**src/rtl/brfs_pkg.sv**
```systemverilog
// ----------------------------------------------------------------------------
// brfs_pkg
// types and fixed constants of the byte ring fifo with search
// ----------------------------------------------------------------------------
package brfs_pkg;

    localparam int CAP_W  = 7;
    localparam int FILL_W = 6;

    localparam logic [CAP_W-1:0] CAP_MIN = 7'd2;

    localparam logic [2:0] CMD_ENQ      = 3'd0;
    localparam logic [2:0] CMD_DEQ      = 3'd1;
    localparam logic [2:0] CMD_CLEAR    = 3'd2;
    localparam logic [2:0] CMD_FIND     = 3'd3;
    localparam logic [2:0] CMD_FINDLINE = 3'd4;
    localparam logic [2:0] CMD_PEEK     = 3'd5;

    localparam logic [7:0] CR_BYTE = 8'h0D;
    localparam logic [7:0] LF_BYTE = 8'h0A;

    typedef enum logic [1:0] {
        S_IDLE,
        S_READ,
        S_SCAN,
        S_FIN
    } t_state;

    typedef struct packed {
        logic [2:0] cmd;
        logic [7:0] data_in;
        logic [5:0] offset;
    } t_cmd_item;

    typedef struct packed {
        logic       ok;
        logic [7:0] data_out;
        logic [5:0] position;
        logic [5:0] fill;
        logic       full_res;
        logic       empty_res;
    } t_res_item;

endpackage

```
**src/rtl/brfs_mem.sv**
```systemverilog
// ----------------------------------------------------------------------------
// brfs_mem
// byte storage, one write port and one registered read port
// ----------------------------------------------------------------------------
module brfs_mem #(
    parameter int DEPTH = 64,
    parameter int PW    = 6
) (
    input  logic          i_clk,
    input  logic          i_we,
    input  logic [PW-1:0] i_waddr,
    input  logic [7:0]    i_wdata,
    input  logic [PW-1:0] i_raddr,
    output logic [7:0]    o_rdata
);

    logic [7:0] r_mem [DEPTH];
    logic [7:0] r_rdata;

    always_ff @(posedge i_clk) begin
        if (i_we) begin
            r_mem[i_waddr] <= i_wdata;
        end
    end

    always_ff @(posedge i_clk) begin
        r_rdata <= r_mem[i_raddr];
    end

    assign o_rdata = r_rdata;

endmodule

```
**src/rtl/brfs_unit.sv**
```systemverilog
// ----------------------------------------------------------------------------
// brfs_unit
// shared step unit: modular pointer add against capacity, byte match
// ----------------------------------------------------------------------------
module brfs_unit #(
    parameter int PW = 6,
    parameter int WW = 8
) (
    input  logic [PW-1:0]              i_a,
    input  logic [WW-1:0]              i_b,
    input  logic [brfs_pkg::CAP_W-1:0] i_cap,
    input  logic [7:0]                 i_byte,
    input  logic [7:0]                 i_target,
    input  logic                       i_line_mode,
    output logic [PW-1:0]              o_sum,
    output logic                       o_hit
);

    logic [WW-1:0] sum_raw;
    logic [WW-1:0] cap_x;
    logic [WW-1:0] sum_wrap;

    assign cap_x   = WW'(i_cap);
    assign sum_raw = WW'(i_a) + i_b;

    always_comb begin
        if (sum_raw >= cap_x) begin
            sum_wrap = sum_raw - cap_x;
        end else begin
            sum_wrap = sum_raw;
        end
    end

    assign o_sum = sum_wrap[PW-1:0];

    always_comb begin
        if (i_line_mode) begin
            o_hit = (i_byte == brfs_pkg::CR_BYTE) || (i_byte == brfs_pkg::LF_BYTE);
        end else begin
            o_hit = (i_byte == i_target);
        end
    end

endmodule

```
**src/rtl/byte_ring_fifo_with_search.sv**
```systemverilog
// ----------------------------------------------------------------------------
// byte_ring_fifo_with_search
// byte ring fifo with runtime capacity, find, find line end and peek
// ----------------------------------------------------------------------------
// Commands are taken when start is high and busy is low; each gives one result
// item, shown for exactly one cycle with o_done, and it cannot be held off.
// Enqueue, clear and unknown codes go straight to the finish state; dequeue
// and peek pass through a read state first (one registered storage read),
// but skip it when the ring is empty or the offset is out of range. Find and
// find line end read the single storage port one slot per cycle from the
// head until a match or the write pointer is reached. Writing capacity
// empties the ring; it takes effect at once.
// ----------------------------------------------------------------------------
module byte_ring_fifo_with_search #(
    parameter int DEPTH = 64
) (
    input  logic                       i_clk,
    input  logic                       i_rst_n,
    input  logic                       start,
    output logic                       busy,
    input  brfs_pkg::t_cmd_item        i_cmd_item,
    output logic                       o_done,
    output brfs_pkg::t_res_item        o_res_item,
    input  logic                       i_cfg_we,
    input  logic [brfs_pkg::CAP_W-1:0] i_cfg_data
);

    localparam int PW  = $clog2(DEPTH);
    localparam int WW  = ((PW > brfs_pkg::CAP_W) ? PW : brfs_pkg::CAP_W) + 1;
    localparam int CAP_MAX_I = (DEPTH > 127) ? 127 : DEPTH;
    localparam int CAP_RST_I = (DEPTH > 64) ? 64 : DEPTH;
    localparam logic [brfs_pkg::CAP_W-1:0] CAP_MAX = brfs_pkg::CAP_W'(CAP_MAX_I);
    localparam logic [brfs_pkg::CAP_W-1:0] CAP_RST = brfs_pkg::CAP_W'(CAP_RST_I);

    brfs_pkg::t_state r_state, n_state;

    logic [PW-1:0]              r_wp, n_wp;
    logic [PW-1:0]              r_rp, n_rp;
    logic [brfs_pkg::CAP_W-1:0] r_cap, n_cap;
    logic [2:0]                 r_cmd, n_cmd;
    logic                       r_mode, n_mode;
    logic [7:0]                 r_target, n_target;
    logic [PW-1:0]              r_ptr, n_ptr;
    logic [brfs_pkg::CAP_W-1:0] r_k, n_k;
    logic [brfs_pkg::CAP_W-1:0] r_kpend, n_kpend;
    logic                       r_pend, n_pend;
    logic                       r_ok, n_ok;
    logic [7:0]                 r_dout, n_dout;
    logic [5:0]                 r_pos, n_pos;
    brfs_pkg::t_res_item        r_res, n_res;
    logic                       r_done, n_done;

    logic          accept;
    logic [WW-1:0] wp_x, rp_x, cap_x, fill_w;
    logic          full_w, empty_w, off_ok;
    logic          mem_we;
    logic [PW-1:0] mem_raddr;
    logic [7:0]    mem_rdata;
    logic [PW-1:0] u_a, u_sum;
    logic [WW-1:0] u_b;
    logic          u_hit;
    logic [brfs_pkg::CAP_W-1:0] cap_clamp;

    assign busy   = (r_state != brfs_pkg::S_IDLE);
    assign accept = start && !busy;

    // occupancy from the pointers
    assign wp_x  = WW'(r_wp);
    assign rp_x  = WW'(r_rp);
    assign cap_x = WW'(r_cap);

    always_comb begin
        if (wp_x >= rp_x) begin
            fill_w = wp_x - rp_x;
        end else begin
            fill_w = wp_x + cap_x - rp_x;
        end
    end

    assign full_w  = (WW'(fill_w + WW'(1)) == cap_x);
    assign empty_w = (r_wp == r_rp);
    assign off_ok  = (WW'(i_cmd_item.offset) < fill_w);

    always_comb begin
        if (i_cfg_data < brfs_pkg::CAP_MIN) begin
            cap_clamp = brfs_pkg::CAP_MIN;
        end else if (i_cfg_data > CAP_MAX) begin
            cap_clamp = CAP_MAX;
        end else begin
            cap_clamp = i_cfg_data;
        end
    end

    brfs_mem #(
        .DEPTH (DEPTH),
        .PW    (PW)
    ) u_mem (
        .i_clk   (i_clk),
        .i_we    (mem_we),
        .i_waddr (r_wp),
        .i_wdata (i_cmd_item.data_in),
        .i_raddr (mem_raddr),
        .o_rdata (mem_rdata)
    );

    brfs_unit #(
        .PW (PW),
        .WW (WW)
    ) u_unit (
        .i_a         (u_a),
        .i_b         (u_b),
        .i_cap       (r_cap),
        .i_byte      (mem_rdata),
        .i_target    (r_target),
        .i_line_mode (r_mode),
        .o_sum       (u_sum),
        .o_hit       (u_hit)
    );

    // shared unit operand select
    always_comb begin
        u_a = r_rp;
        u_b = WW'(1);
        unique case (r_state)
            brfs_pkg::S_IDLE: begin
                if (i_cmd_item.cmd == brfs_pkg::CMD_ENQ) begin
                    u_a = r_wp;
                end else if (i_cmd_item.cmd == brfs_pkg::CMD_PEEK) begin
                    u_b = WW'(i_cmd_item.offset);
                end
            end
            brfs_pkg::S_SCAN: begin
                u_a = r_ptr;
            end
            default: begin
                u_a = r_rp;
            end
        endcase
    end

    // next state
    always_comb begin
        n_state = r_state;
        unique case (r_state)
            brfs_pkg::S_IDLE: begin
                if (accept) begin
                    unique case (i_cmd_item.cmd)
                        brfs_pkg::CMD_DEQ:      n_state = empty_w ? brfs_pkg::S_FIN
                                                                  : brfs_pkg::S_READ;
                        brfs_pkg::CMD_PEEK:     n_state = off_ok ? brfs_pkg::S_READ
                                                                 : brfs_pkg::S_FIN;
                        brfs_pkg::CMD_FIND:     n_state = brfs_pkg::S_SCAN;
                        brfs_pkg::CMD_FINDLINE: n_state = brfs_pkg::S_SCAN;
                        default:                n_state = brfs_pkg::S_FIN;
                    endcase
                end
            end
            brfs_pkg::S_READ: begin
                n_state = brfs_pkg::S_FIN;
            end
            brfs_pkg::S_SCAN: begin
                if ((r_pend && u_hit) || (r_ptr == r_wp)) begin
                    n_state = brfs_pkg::S_FIN;
                end
            end
            brfs_pkg::S_FIN: begin
                n_state = brfs_pkg::S_IDLE;
            end
            default: begin
                n_state = brfs_pkg::S_IDLE;
            end
        endcase
    end

    // datapath and outputs
    always_comb begin
        n_wp      = r_wp;
        n_rp      = r_rp;
        n_cap     = r_cap;
        n_cmd     = r_cmd;
        n_mode    = r_mode;
        n_target  = r_target;
        n_ptr     = r_ptr;
        n_k       = r_k;
        n_kpend   = r_kpend;
        n_pend    = r_pend;
        n_ok      = r_ok;
        n_dout    = r_dout;
        n_pos     = r_pos;
        n_res     = r_res;
        n_done    = 1'b0;
        mem_we    = 1'b0;
        mem_raddr = r_rp;

        unique case (r_state)
            brfs_pkg::S_IDLE: begin
                if (accept) begin
                    n_cmd  = i_cmd_item.cmd;
                    n_ok   = 1'b0;
                    n_dout = 8'd0;
                    n_pos  = 6'd0;
                    unique case (i_cmd_item.cmd)
                        brfs_pkg::CMD_ENQ: begin
                            if (!full_w) begin
                                mem_we = 1'b1;
                                n_wp   = u_sum;
                                n_ok   = 1'b1;
                            end
                        end
                        brfs_pkg::CMD_DEQ: begin
                            n_ok = !empty_w;
                        end
                        brfs_pkg::CMD_CLEAR: begin
                            n_rp = r_wp;
                            n_ok = 1'b1;
                        end
                        brfs_pkg::CMD_FIND, brfs_pkg::CMD_FINDLINE: begin
                            n_ptr    = r_rp;
                            n_k      = '0;
                            n_pend   = 1'b0;
                            n_mode   = (i_cmd_item.cmd == brfs_pkg::CMD_FINDLINE);
                            n_target = i_cmd_item.data_in;
                        end
                        brfs_pkg::CMD_PEEK: begin
                            mem_raddr = u_sum;
                            n_ok      = off_ok;
                        end
                        default: begin
                            n_ok = 1'b0;
                        end
                    endcase
                end
            end
            brfs_pkg::S_READ: begin
                n_dout = mem_rdata;
                if (r_cmd == brfs_pkg::CMD_DEQ) begin
                    n_rp = u_sum;
                end
            end
            brfs_pkg::S_SCAN: begin
                mem_raddr = r_ptr;
                if (r_pend && u_hit) begin
                    n_ok  = 1'b1;
                    n_pos = r_kpend[5:0];
                end else if (r_ptr != r_wp) begin
                    n_pend  = 1'b1;
                    n_kpend = r_k;
                    n_ptr   = u_sum;
                    n_k     = brfs_pkg::CAP_W'(r_k + brfs_pkg::CAP_W'(1));
                end
            end
            brfs_pkg::S_FIN: begin
                n_done             = 1'b1;
                n_res.ok           = r_ok;
                n_res.data_out     = r_dout;
                n_res.position     = r_pos;
                n_res.fill         = fill_w[brfs_pkg::FILL_W-1:0];
                n_res.full_res     = full_w;
                n_res.empty_res    = empty_w;
            end
            default: begin
                n_done = 1'b0;
            end
        endcase

        if (i_cfg_we) begin
            n_cap = cap_clamp;
            n_wp  = '0;
            n_rp  = '0;
        end
    end

    always_ff @(posedge i_clk) begin
        if (!i_rst_n) begin
            r_state <= brfs_pkg::S_IDLE;
            r_wp    <= '0;
            r_rp    <= '0;
            r_cap   <= CAP_RST;
            r_pend  <= 1'b0;
            r_done  <= 1'b0;
        end else begin
            r_state <= n_state;
            r_wp    <= n_wp;
            r_rp    <= n_rp;
            r_cap   <= n_cap;
            r_pend  <= n_pend;
            r_done  <= n_done;
        end
    end

    always_ff @(posedge i_clk) begin
        r_cmd    <= n_cmd;
        r_mode   <= n_mode;
        r_target <= n_target;
        r_ptr    <= n_ptr;
        r_k      <= n_k;
        r_kpend  <= n_kpend;
        r_ok     <= n_ok;
        r_dout   <= n_dout;
        r_pos    <= n_pos;
        r_res    <= n_res;
    end

    assign o_done     = r_done;
    assign o_res_item = r_res;

endmodule

```
**config.mk**
```make
export PLATFORM = sky130hd
export DESIGN_NAME = byte_ring_fifo_with_search
export DESIGN_NICKNAME = d
export VERILOG_FILES = /design/src/rtl/brfs_pkg.sv /design/src/rtl/brfs_mem.sv /design/src/rtl/brfs_unit.sv /design/src/rtl/byte_ring_fifo_with_search.sv
export SDC_FILE = /design/constraint.sdc
export NUM_CORES = 1
export LEC_CHECK = 0
export BUFFER_PORTS_ARGS = -buffer_cell sky130_fd_sc_hd__buf_2
export CAP_MARGIN = 20
export CORE_UTILIZATION = 50
export CTS_CLUSTER_DIAMETER = 80
export DETAILED_ROUTE_END_ITERATION = 16
export PLACE_DENSITY_LB_ADDON = 0.15
export SLEW_MARGIN = 20
export SYNTH_ARGS = -nofsm -noshare
export SYNTH_HDL_FRONTEND = slang
export SYNTH_SLANG_ARGS = --single-unit
```
**constraint.sdc**
```tcl
create_clock -name i_clk -period 4.95 [get_ports i_clk]
set_input_delay 0 -clock i_clk [delete_from_list [all_inputs] [get_ports i_clk]]
set_output_delay 0 -clock i_clk [all_outputs]
set_load 0.02 [all_outputs]
```
==> results of run 1 <==
## cells by family (layout without fill, tap and decap cells)
group | count (synthesis) | count (layout) | synth area share
other | 0 | 1 | 0
AND/OR/NAND/NOR | 389 | 389 | 0.0726
AO/OA/AOI/OAI | 410 | 410 | 0.111
adder cells (fa/ha/maj) | 47 | 47 | 0.0251
flip-flops | 611 | 611 | 0.691
multiplexers | 152 | 152 | 0.0585
XOR/XNOR | 41 | 41 | 0.0138
buffers and inverters | 179 | 610 | 0.0282
## metrics by stage
stage	setup WS [ns]	TNS, ns	instance area [um2]	total power [mW]	hold slack (ns)
finish	-0.344	-2.35	34500	16.8	0.0269
global route	-0.569	-4.06	34500	17.4	0.0760
CTS	-0.292	-1.99	33400	16.2	0.0133
detailed placement	-1.10	-6.74	29300	10.4	0.299
global placement	-1.03	-6.05	29300	10.3	0.298
floorplan	0.0161	0	26200	8.50	0.0989
## Yosys cell counts (5+ instances only)
| cell | instances |
|---|---|
| o211ai_1 | 5 |
| nor4_1 | 69 |
| a21oi_1 | 160 |
| a21o_1 | 8 |
| a222oi_1 | 7 |
| o41ai_1 | 33 |
| nor2_1 | 43 |
| nand3_1 | 16 |
| fa_1 | 9 |
| a221oi_1 | 128 |
| xor2_1 | 14 |
| inv_1 | 55 |
| buf_2 | 39 |
| dfxtp_1 | 31 |
| nand2_1 | 170 |
| a211oi_1 | 8 |
| mux2_2 | 5 |
| clkbuf_1 | 73 |
| buf_1 | 6 |
| xnor2_1 | 27 |
| o22ai_1 | 6 |
| nand4_1 | 12 |
| nand2b_1 | 10 |
| edfxtp_1 | 580 |
| mux2i_1 | 147 |
| o21ai_0 | 15 |
| and2_1 | 32 |
| a211o_1 | 5 |
| nor2b_1 | 10 |
| ha_1 | 38 |
## registers in the layout, summed over array words and instances, names as in the netlist, 2 cells and up
| name | cells |
|---|---|
| r_target | 8 |
| r_kpend | 6 |
| r_k | 6 |
| r_rp | 6 |
| r_cap | 7 |
| r_ptr | 6 |
| r_state | 2 |
| u_mem.r_mem | 512 |
| r_wp | 6 |
| r_cmd | 3 |
| r_dout | 8 |
| o_res_item | 23 |
| r_pos | 6 |
| u_mem.o_rdata | 8 |
## final cells by class
class | count | area, um2 | area share
flip-flops and latches | 611 | 18000 | 0.523
multi-input cells | 1039 | 9160 | 0.266
repair buffers | 439 | 4170 | 0.121
clock buffers | 67 | 1570 | 0.0455
well taps | 680 | 851 | 0.0247
clock inverters | 46 | 469 | 0.0136
inverters | 58 | 223 | 0.00646
diodes | 1 | 2.50 | 0.0000726
## worst paths after layout
check                endpoint  slack [ns]  depth (start not counted)
max          u_mem.o_rdata[1]       -0.34                         27
min reg2reg    o_res_item[17]        0.42                          0
max reg2reg  u_mem.o_rdata[1]       -0.34                         27
min                   r_rp[0]        0.03                          4
## repair_timing
item | in CTS | in global routing
hold endpoints to repair | 25 | 0
setup endpoints to repair | 12 | 177
setup buffers | 53 | 29
gates cloned | 10 | 4
pin swaps | 64 | 48
hold buffers | 24 | 0
resized for setup | 203 | 135
## worst reg2reg max path, stage by stage (launching register included)
cell and delay [ns]:
dfxtp_2 0.36, inv_4 0.06, ha_4 0.18, o31ai_4 0.06, o21ai_2 0.11, buf_4 0.14
a221o_1 0.35, buf_6 0.13, fa_2 0.36, a21oi_2 0.13, nor2_1 0.05, nor2_1 0.15
xnor2_1 0.12, ha_1 0.36, nand3_2 0.08, o211ai_1 0.28, o21ai_4 0.14, mux2i_4 0.23
o21ai_4 0.18, buf_6 0.16, buf_12 0.14, buf_12 0.14, buf_8 0.12, mux2i_4 0.25
a221oi_4 0.11, o41ai_4 0.52, buf_4 0.19, nand4_1 0.06
## power by group
part	leakage (nW)	switching, mW	internal [mW]	total, mW
Combinational	5.42	3.22	2.78	6.00
Sequential	5.49	0.154	5.93	6.09
Clock	0.992	2.01	2.71	4.72
## routing by layer
| metal | wire length (um) | track usage |
|---|---|---|
| met5 | 0 | 0 |
| met4 | 2310 | 0.0875 |
| met3 | 5930 | 0.0452 |
| met2 | 35100 | 0.437 |
| met1 | 31600 | 0.402 |
==> flow_summary.toml, run 1 <==
[yosys]
postSynthCellCount = 1829
ys_types = 63
yosysSeqAreaShare = 0.691
synth_area_leaders = "edfxtp_1, mux2i_1, a221oi_1"
synth-edff-count = 580
avgSynthCellArea_um2 = 14.3
ys_async_sr_fraction = 0
synth_area_um2 = 26100
netlist.area_leader.share = 0.667
synth_nets = 1904
synth_area_leader_cell = "edfxtp_1"
yosys_most_used_dff = "edfxtp_1"
ys_ff_latch = 611
yosysWarnings = 0

[clocking]
cts_buffer_depth = 3
cts_tree = "yes"
clkTransAtPathRegs_ns = 0.07
cts.sinks = 611
clk_latency_ns = 0.64
htreeDepth = 2
root_buffer = "clkbuf_16"
cts_buffers = 61

[final_layout]
instances_no_fill = 2941
fill_cells = 3508
final_nets = 2285
final_cell_mix = "edfxtp_1, buf_4, nand2_1"
final_common_cell = "edfxtp_1"
drive_gt1_frac = 0.336
syn2layout_area_growth_pct = 32.1
postLayoutCoreUtil = 0.670

[floorplan]
io_pins = 53
dieArea_um2 = 53100
die_w_um = 231
start_util = 0.507
die_y_um = 231
row_count = 83
core-area_um2 = 51500

[worst_setup_path]
startpoint = "r_state[0]"
worstReg2RegStart = "r_state[0]"
cp_top_family = "compound AO/OA/AOI/OAI gates"
cp_slowest_cell = "o41ai_4"
cp-end-kind = "flip-flop"
crit_buf_inv = 8
cp.required_ns = 5.46
cp.arrival_ns = 5.80
crit_type = "flip-flop to flip-flop"
cp_slowest_stage_delay_ns = 0.52
cp_max_fo = 6
critPathLaunchType = "flip-flop"

[placement]
port_buffers = 52
gp_congestion = 0.920
dp_cells = 2719
hpwl_mm = 44.5

[status]
violations = "setup timing"
status = "finished, violations left"

[timing]
fin_skew_ns = 0.0198
finalMaxSlewViolations = 0
period_share = 1.07
rsz0062_at_grt = "yes"
period_needed_ns = 5.29
slew_headroom = 0.352
final-hold-violation-count = 0
fmax_mhz = 189
setup_viol = 8
tightest_slew_ns = 0.969
setup_ws_ns = -0.344

[global_route]
grt_max_degree = 66
grt_pass1_wl_mm = 111
grt-ovfl-total = 0
antenna_found_initial = 0
grt_pass1_vias = 17800
track_usage = 0.280

[drt]
drcViolationCount = 0
vias = 18000
drt_iter0_markers = 1999
vias_per_cell = 6.12
avgRoutedWirePerCell_um = 25.5
first_pass_iters = 6
wl_mm = 74.9
drt.antenna.violating_nets = 0

[pwr]
p_leak_nw = 11.9
power_density_nw_per_um2 = 487
ir_worst_vdd_uv = 348

[job]
maxCapViolCount = 0

[hold_path]
hold_class = "input port to flip-flop"
hp-start = "i_cfg_we"
Power figures use the tool's default switching activity.
==> run 2: changes to the inputs <==
--- a/config.mk
+++ b/config.mk
@@ -11,6 +11,7 @@
 export CTS_CLUSTER_DIAMETER = 80
 export DETAILED_ROUTE_END_ITERATION = 16
 export PLACE_DENSITY_LB_ADDON = 0.15
+export REMOVE_ABC_BUFFERS = 1
 export SLEW_MARGIN = 20
 export SYNTH_ARGS = -nofsm -noshare
 export SYNTH_HDL_FRONTEND = slang
==> run 2 against run 1 <==
Compared with the run above:
- the flow still finishes with violations (setup timing)
- count of clock-buffer cells in the layout grew 6
- core utilization shrank 1.4 points
- final area shrank 2.1%
- first-iteration DRC count shrank 15%
- cell count shrank 0.58%
- largest cell class unchanged
==> flow_summary.toml, run 2 (synthesis gave the netlist of run 1 again) <==
[final_layout]
final_common_cell = "edfxtp_1"
top_register = "u_mem.r_mem"
syn2layout_area_growth_pct = 29.2
postLayoutCoreUtil = 0.655
n_antenna_cell = 0
final_cell_mix = "edfxtp_1, buf_4, nand2_1"
drive_gt1_frac = 0.307
largest_reg_flops = 512
final_nets = 2268

[drt]
avgRoutedWirePerCell_um = 24.4
drt.antenna.violating_nets = 0
first_pass_iters = 6
drcViolationCount = 0
vias_per_cell = 6.03
drt_iter0_markers = 1697
vias = 17600
wl_mm = 71.4

[placement]
gp_congestion = 0.899
dpl_worst_slack_ns = -1.00
port_buffers = 52
hpwl_mm = 44.0

[clocking]
cts_buffers = 61
clkTransAtPathRegs_ns = 0.06
root_buffer = "clkbuf_16"
cts_buffer_depth = 3
htreeDepth = 2
cts_tree = "yes"
cts.sinks = 611
clk_latency_ns = 0.63

[timing]
slew_headroom = 0.217
setup_ws_ns = -0.283
fmax_mhz = 191
fin_skew_ns = 0.00998
period_needed_ns = 5.23
holdWs_ns = 0.0472
setup_viol = 8
period_share = 1.06
finalMaxSlewViolations = 0
setup_tns_ns = -1.97
final-hold-violation-count = 0
rsz0062_at_grt = "yes"
tightest_slew_ns = 1.17

[worst_setup_path]
cp_slowest_cell = "o41ai_2"
cp_slowest_stage_delay_ns = 0.45
critPathLaunchType = "flip-flop"
crit_top_cell = "buf_4"
startpoint = "r_state[1]"
worstReg2RegStart = "r_state[1]"
cp.required_ns = 5.44
crit_chain = "buf_4, ha_4, buf_4, and2_1, a221o_1, ha_1, a21o_1, a21oi_4, o21bai_1, a21oi_2, xnor2_2, ha_1, o21a_1, o21ai_4, buf_6, buf_4, mux2_4, o21ai_4, buf_12, buf_8, a221oi_2, o41ai_2, buf_4, nand4_1"
cp-end-kind = "flip-flop"
cp.arrival_ns = 5.73
cp_max_fo = 10
crit_type = "flip-flop to flip-flop"

[job]
maxCapViolCount = 0

[pwr]
p_leak_nw = 11.6
switchingPower_mw = 5.13
total_power_mw = 16.4
power_frac_seq = 0.369
power.share.clock = 0.289
power_density_nw_per_um2 = 487
power_frac_comb = 0.342
switching_share = 0.312
ir_worst_vdd_uv = 293
p_int_mw = 11.3

[floorplan]
start_util = 0.507
die_w_um = 231
row_count = 83
io_pins = 53
core-area_um2 = 51500
die_y_um = 231
dieArea_um2 = 53100

[status]
status = "finished, violations left"
violations = "setup timing"

[global_route]
grt_max_degree = 66
antenna_found_initial = 0
grt_pass1_wl_mm = 106
grt_pass1_vias = 17300
grt-ovfl-total = 0
track_usage = 0.267

[hold_path]
hold_class = "input port to flip-flop"
hp-start = "i_cfg_we"
==> run 2: power by group through the flow <==
stage / Clock (mW) / Sequential (mW) / Combinational [mW]
6_report: 4.75 / 6.07 / 5.62
5_1_grt: 5.00 / 6.08 / 5.93
4_1_cts: 4.81 / 6.07 / 5.19
3_5_place_dp: 0 / 6.18 / 4.32
3_3_place_gp: 0 / 6.17 / 4.27
2_1_floorplan: 0 / 6.14 / 2.77
==> run 2: worst paths after layout <==
check                                        end  slack, ns  cells after the start
worst max register to register  u_mem.o_rdata[2]      -0.28                     24
worst min-delay path                     r_wp[0]       0.05                      4
worst max-delay path            u_mem.o_rdata[2]      -0.28                     24
worst min register to register    o_res_item[13]       0.42                      0
==> run 2: timing repair <==
action / 4_1_cts / 5_1_grt
endpoints found under the hold margin: 25 / 0
setup buffers: 25 / 13
pin swaps: 56 / 46
cloned: 7 / 3
gates resized for setup: 175 / 100
hold buffers: 24 / 0
endpoints found under the setup margin: 52 / 281
==> run 2: layout make-up <==
cell class / instances / area, um2
clock buffers: 73 / 1590
clock inverters: 41 / 478
fillers: 3679 / 17800
inverters: 58 / 225
multi-input cells: 1039 / 8720
flip-flops and latches: 611 / 18000
well taps: 680 / 851
repair buffers: 422 / 3840
==> run 2: metrics by stage <==
step,cells,cell area [um2]
5_1_grt,2924,33800
6_report,2924,33800
3_3_place_gp,2742,29300
4_1_cts,2910,33100
3_5_place_dp,2742,29300
2_1_floorplan,1708,25600
==> run 2: routing by layer <==
layer | vias up | routed length [um] | global-route usage
li1 | 7943 | - | -
met1 | 8859 | 30000 | 0.377
met2 | 721 | 34000 | 0.426
met3 | 121 | 5730 | 0.0411
met4 | 0 | 1630 | 0.0840
met5 | - | 0 | 0
==> run 2: critical path, delay by kind of cell (launching register included) <==
family | cells | cell delay, ns
adder cells (fa/ha/maj) | 3 | 0.75
XOR/XNOR | 1 | 0.16
flip-flops | 1 | 0.32
AO/OA/AOI/OAI | 10 | 2.22
AND/OR/NAND/NOR | 2 | 0.24
buffers and inverters | 7 | 1.09
multiplexers | 1 | 0.32
==> run 3: changes to the inputs <==
--- a/config.mk
+++ b/config.mk
@@ -5,14 +5,14 @@
 export SDC_FILE = /design/constraint.sdc
 export NUM_CORES = 1
 export LEC_CHECK = 0
+export ABC_AREA = 1
 export BUFFER_PORTS_ARGS = -buffer_cell sky130_fd_sc_hd__buf_2
 export CAP_MARGIN = 20
-export CORE_UTILIZATION = 50
+export CORE_UTILIZATION = 30
 export CTS_CLUSTER_DIAMETER = 80
 export DETAILED_ROUTE_END_ITERATION = 16
 export PLACE_DENSITY_LB_ADDON = 0.15
 export REMOVE_ABC_BUFFERS = 1
-export SLEW_MARGIN = 20
 export SYNTH_ARGS = -nofsm -noshare
 export SYNTH_HDL_FRONTEND = slang
 export SYNTH_SLANG_ARGS = --single-unit
==> run 3 against run 2 <==
Compared with the run above:
- clock power is 11% higher
- die area is 79% higher
- highest routed layer unchanged
- cell count is 45% higher
- the run now ends clean
- fmax is 11% higher
- hold slack better by 0.0047 ns
- largest power group is now combinational cells
- clock skew is 0.021 ns higher
- critical endpoint unchanged
- area after synthesis is 7.8% higher
==> flow_summary.toml, run 3 <==
[status]
status = "complete, no violations"

[final_layout]
top_register = "u_mem.r_mem"
instances_no_fill = 4236
final_common_cell = "nand2_1"
register_area_um2 = 18000
multi_input_area_um2 = 8560
drive_gt1_frac = 0.140
fill_cells = 9089
largest_reg_flops = 512
syn2layout_area_growth_pct = 21.3
final_nets = 3008
final_cell_mix = "nand2_1, edfxtp_1, nand3_1"
n_antenna_cell = 0

[timing]
finalMaxSlewViolations = 0
holdWs_ns = 0.0519
fmax_mhz = 212
period_share = 0.953
period_needed_ns = 4.72
setup_tns_ns = 0
fin_skew_ns = 0.0306
setup_viol = 0
slew_headroom = 0.330
final-hold-violation-count = 0
tightest_slew_ns = 1.00

[global_route]
grt_pass1_wl_mm = 129
grt_max_degree = 67
track_usage = 0.182
grt_pass1_vias = 20100
antenna_found_initial = 1
grt-ovfl-total = 0

[drt]
drt_iter0_markers = 1732
wl_mm = 87.4
drcViolationCount = 0
avgRoutedWirePerCell_um = 20.6
vias_per_cell = 4.79
drt.antenna.violating_nets = 0
first_pass_iters = 6
vias = 20300

[yosys]
yosys_most_used_dff = "edfxtp_1"
ys_async_sr_fraction = 0
yosysSeqAreaShare = 0.641
yosysMostFrequentCell = "nand2_1"
synth_commonest_cells = "nand2_1, edfxtp_1, nand3_1"
ys_types = 39
yosysWarnings = 0
avgSynthCellArea_um2 = 10.3
synth_area_um2 = 28100
postSynthCellCount = 2738
synth_area_leader_cell = "edfxtp_1"
synth-edff-count = 580
ys_ff_latch = 611
synth_area_leaders = "edfxtp_1, nand2_1, nand3_1"
netlist.area_leader.share = 0.619

[worst_setup_path]
cp.arrival_ns = 5.23
cp-end-kind = "flip-flop"
cp.required_ns = 5.46
cp_max_fo = 19
cp_top_family = "simple AND/OR/NAND/NOR gates"
cp_slowest_stage_delay_ns = 0.44
r2r_end = "u_mem.o_rdata[2]"
reg2reg_depth = 29
crit_type = "flip-flop to flip-flop"
critPathLaunchType = "flip-flop"
worstReg2RegStart = "r_state[0]"
ff2ff_setup_slack_ns = 0.23
cp_slowest_cell = "fa_1"
crit_buf_inv = 6

[pwr]
p_leak_nw = 13.5
ir_worst_vdd_uv = 297
power_density_nw_per_um2 = 546

[floorplan]
die_w_um = 308
io_pins = 53
dieArea_um2 = 95000
die_y_um = 308
row_count = 111
core-area_um2 = 92400
start_util = 0.305

[hold_path]
hold_class = "input port to flip-flop"
whs_endpoint = "u_mem.r_mem[14][4]"
min_path_cells = 1
hp-start = "i_cmd_item[10]"

[clocking]
htreeDepth = 3
cts_buffer_depth = 3
clkTransAtPathRegs_ns = 0.06
cts_tree = "yes"
cts_buffers = 73
root_buffer = "clkbuf_16"
cts.sinks = 611
clk_latency_ns = 0.63

[placement]
hpwl_mm = 54.7
dp_cells = 4067
port_buffers = 52
gp_congestion = 0.899

[job]
maxCapViolCount = 0
## run 3: changes by cell type after synthesis, moves of 72 or more
cell,previous run,this run
nor2_1,43,115
a221oi_1,128,4
mux2i_1,147,0
nand3_1,16,413
nand2_1,170,687
nand3b_1,3,127
inv_1,55,330
a21oi_1,160,49
## run 3: metrics by stage
stage / setup slack, ns / total power, mW / utilization / area, um2
6_report: 0.232 / 18.6 / 0.370 / 34100
5_1_grt: -0.0549 / 19.6 / 0.370 / 34100
4_1_cts: 0.0238 / 18.3 / 0.364 / 33600
3_5_place_dp: -0.317 / 12.8 / 0.335 / 31000
3_3_place_gp: -0.229 / 12.8 / 0.335 / 31000
2_1_floorplan: -10.97 / 10.0 / - / 27600
## run 3: repair_timing
| action | 4_1_cts | 5_1_grt |
|---|---|---|
| pin swaps | 2 | 17 |
| buffers inserted | 0 | 8 |
| endpoints found under the hold margin | 52 | 0 |
| resized for setup | 16 | 60 |
| hold buffers | 19 | 0 |
| setup endpoints to repair | 8 | 24 |
| cloned | 2 | 5 |
## run 3: where the power goes
part	switching, mW	total, mW	internal [mW]
logic	4.79	7.27	2.48
clock network	2.17	5.25	3.08
registers	0.153	6.10	5.95
## run 3: layer usage
metal	global-route usage	up-vias	wire [um]
met5	0	-	0
met4	0.0541	0	1980
met3	0.0260	121	3790
met2	0.292	501	40800
met1	0.255	9997	40800
li1	-	9688	-
## run 3: worst max-delay path by stage
stage / slack, ns / endpoint / depth (start not counted) / start
detailed placement: -0.32 / u_mem.o_rdata[3] / 26 / r_state[1]
global placement: -0.23 / u_mem.o_rdata[3] / 28 / r_state[0]
floorplan: -10.97 / u_mem.o_rdata[0] / 16 / r_state[0]
finish: 0.23 / u_mem.o_rdata[2] / 29 / r_state[0]
CTS: 0.02 / u_mem.o_rdata[3] / 30 / r_state[0]
global route: -0.05 / u_mem.o_rdata[2] / 28 / r_state[0]
## run 3: kinds of logic (layout without fill, tap and decap cells)
family	count (synthesis)	in the layout	synth area share
simple gates	1404	1404	0.228
flops	611	611	0.641
buf+inv	477	732	0.0658
compound gates	179	179	0.0355
fa+ha+maj	47	47	0.0233
xor+xnor	20	20	0.00622
## run 3: cell type report
| type | instances | share of cell area |
|---|---|---|
| well taps | 1243 | 0.0456 |
| flip-flops and latches | 611 | 0.529 |
| clock inverters | 40 | 0.0108 |
| clock buffers | 95 | 0.0575 |
| multi-input cells | 1650 | 0.251 |
| repair buffers | 255 | 0.0686 |
| inverters | 342 | 0.0382 |
## run 3: worst register-to-register path, delay by kind of cell (launching register included)
family	cells	cell delay, ns
AOI/OAI and AO/OA	7	1.06
adders and majority gates	4	1.11
buffers and inverters	6	0.77
DFF	1	0.32
and+or+nand+nor	12	1.35
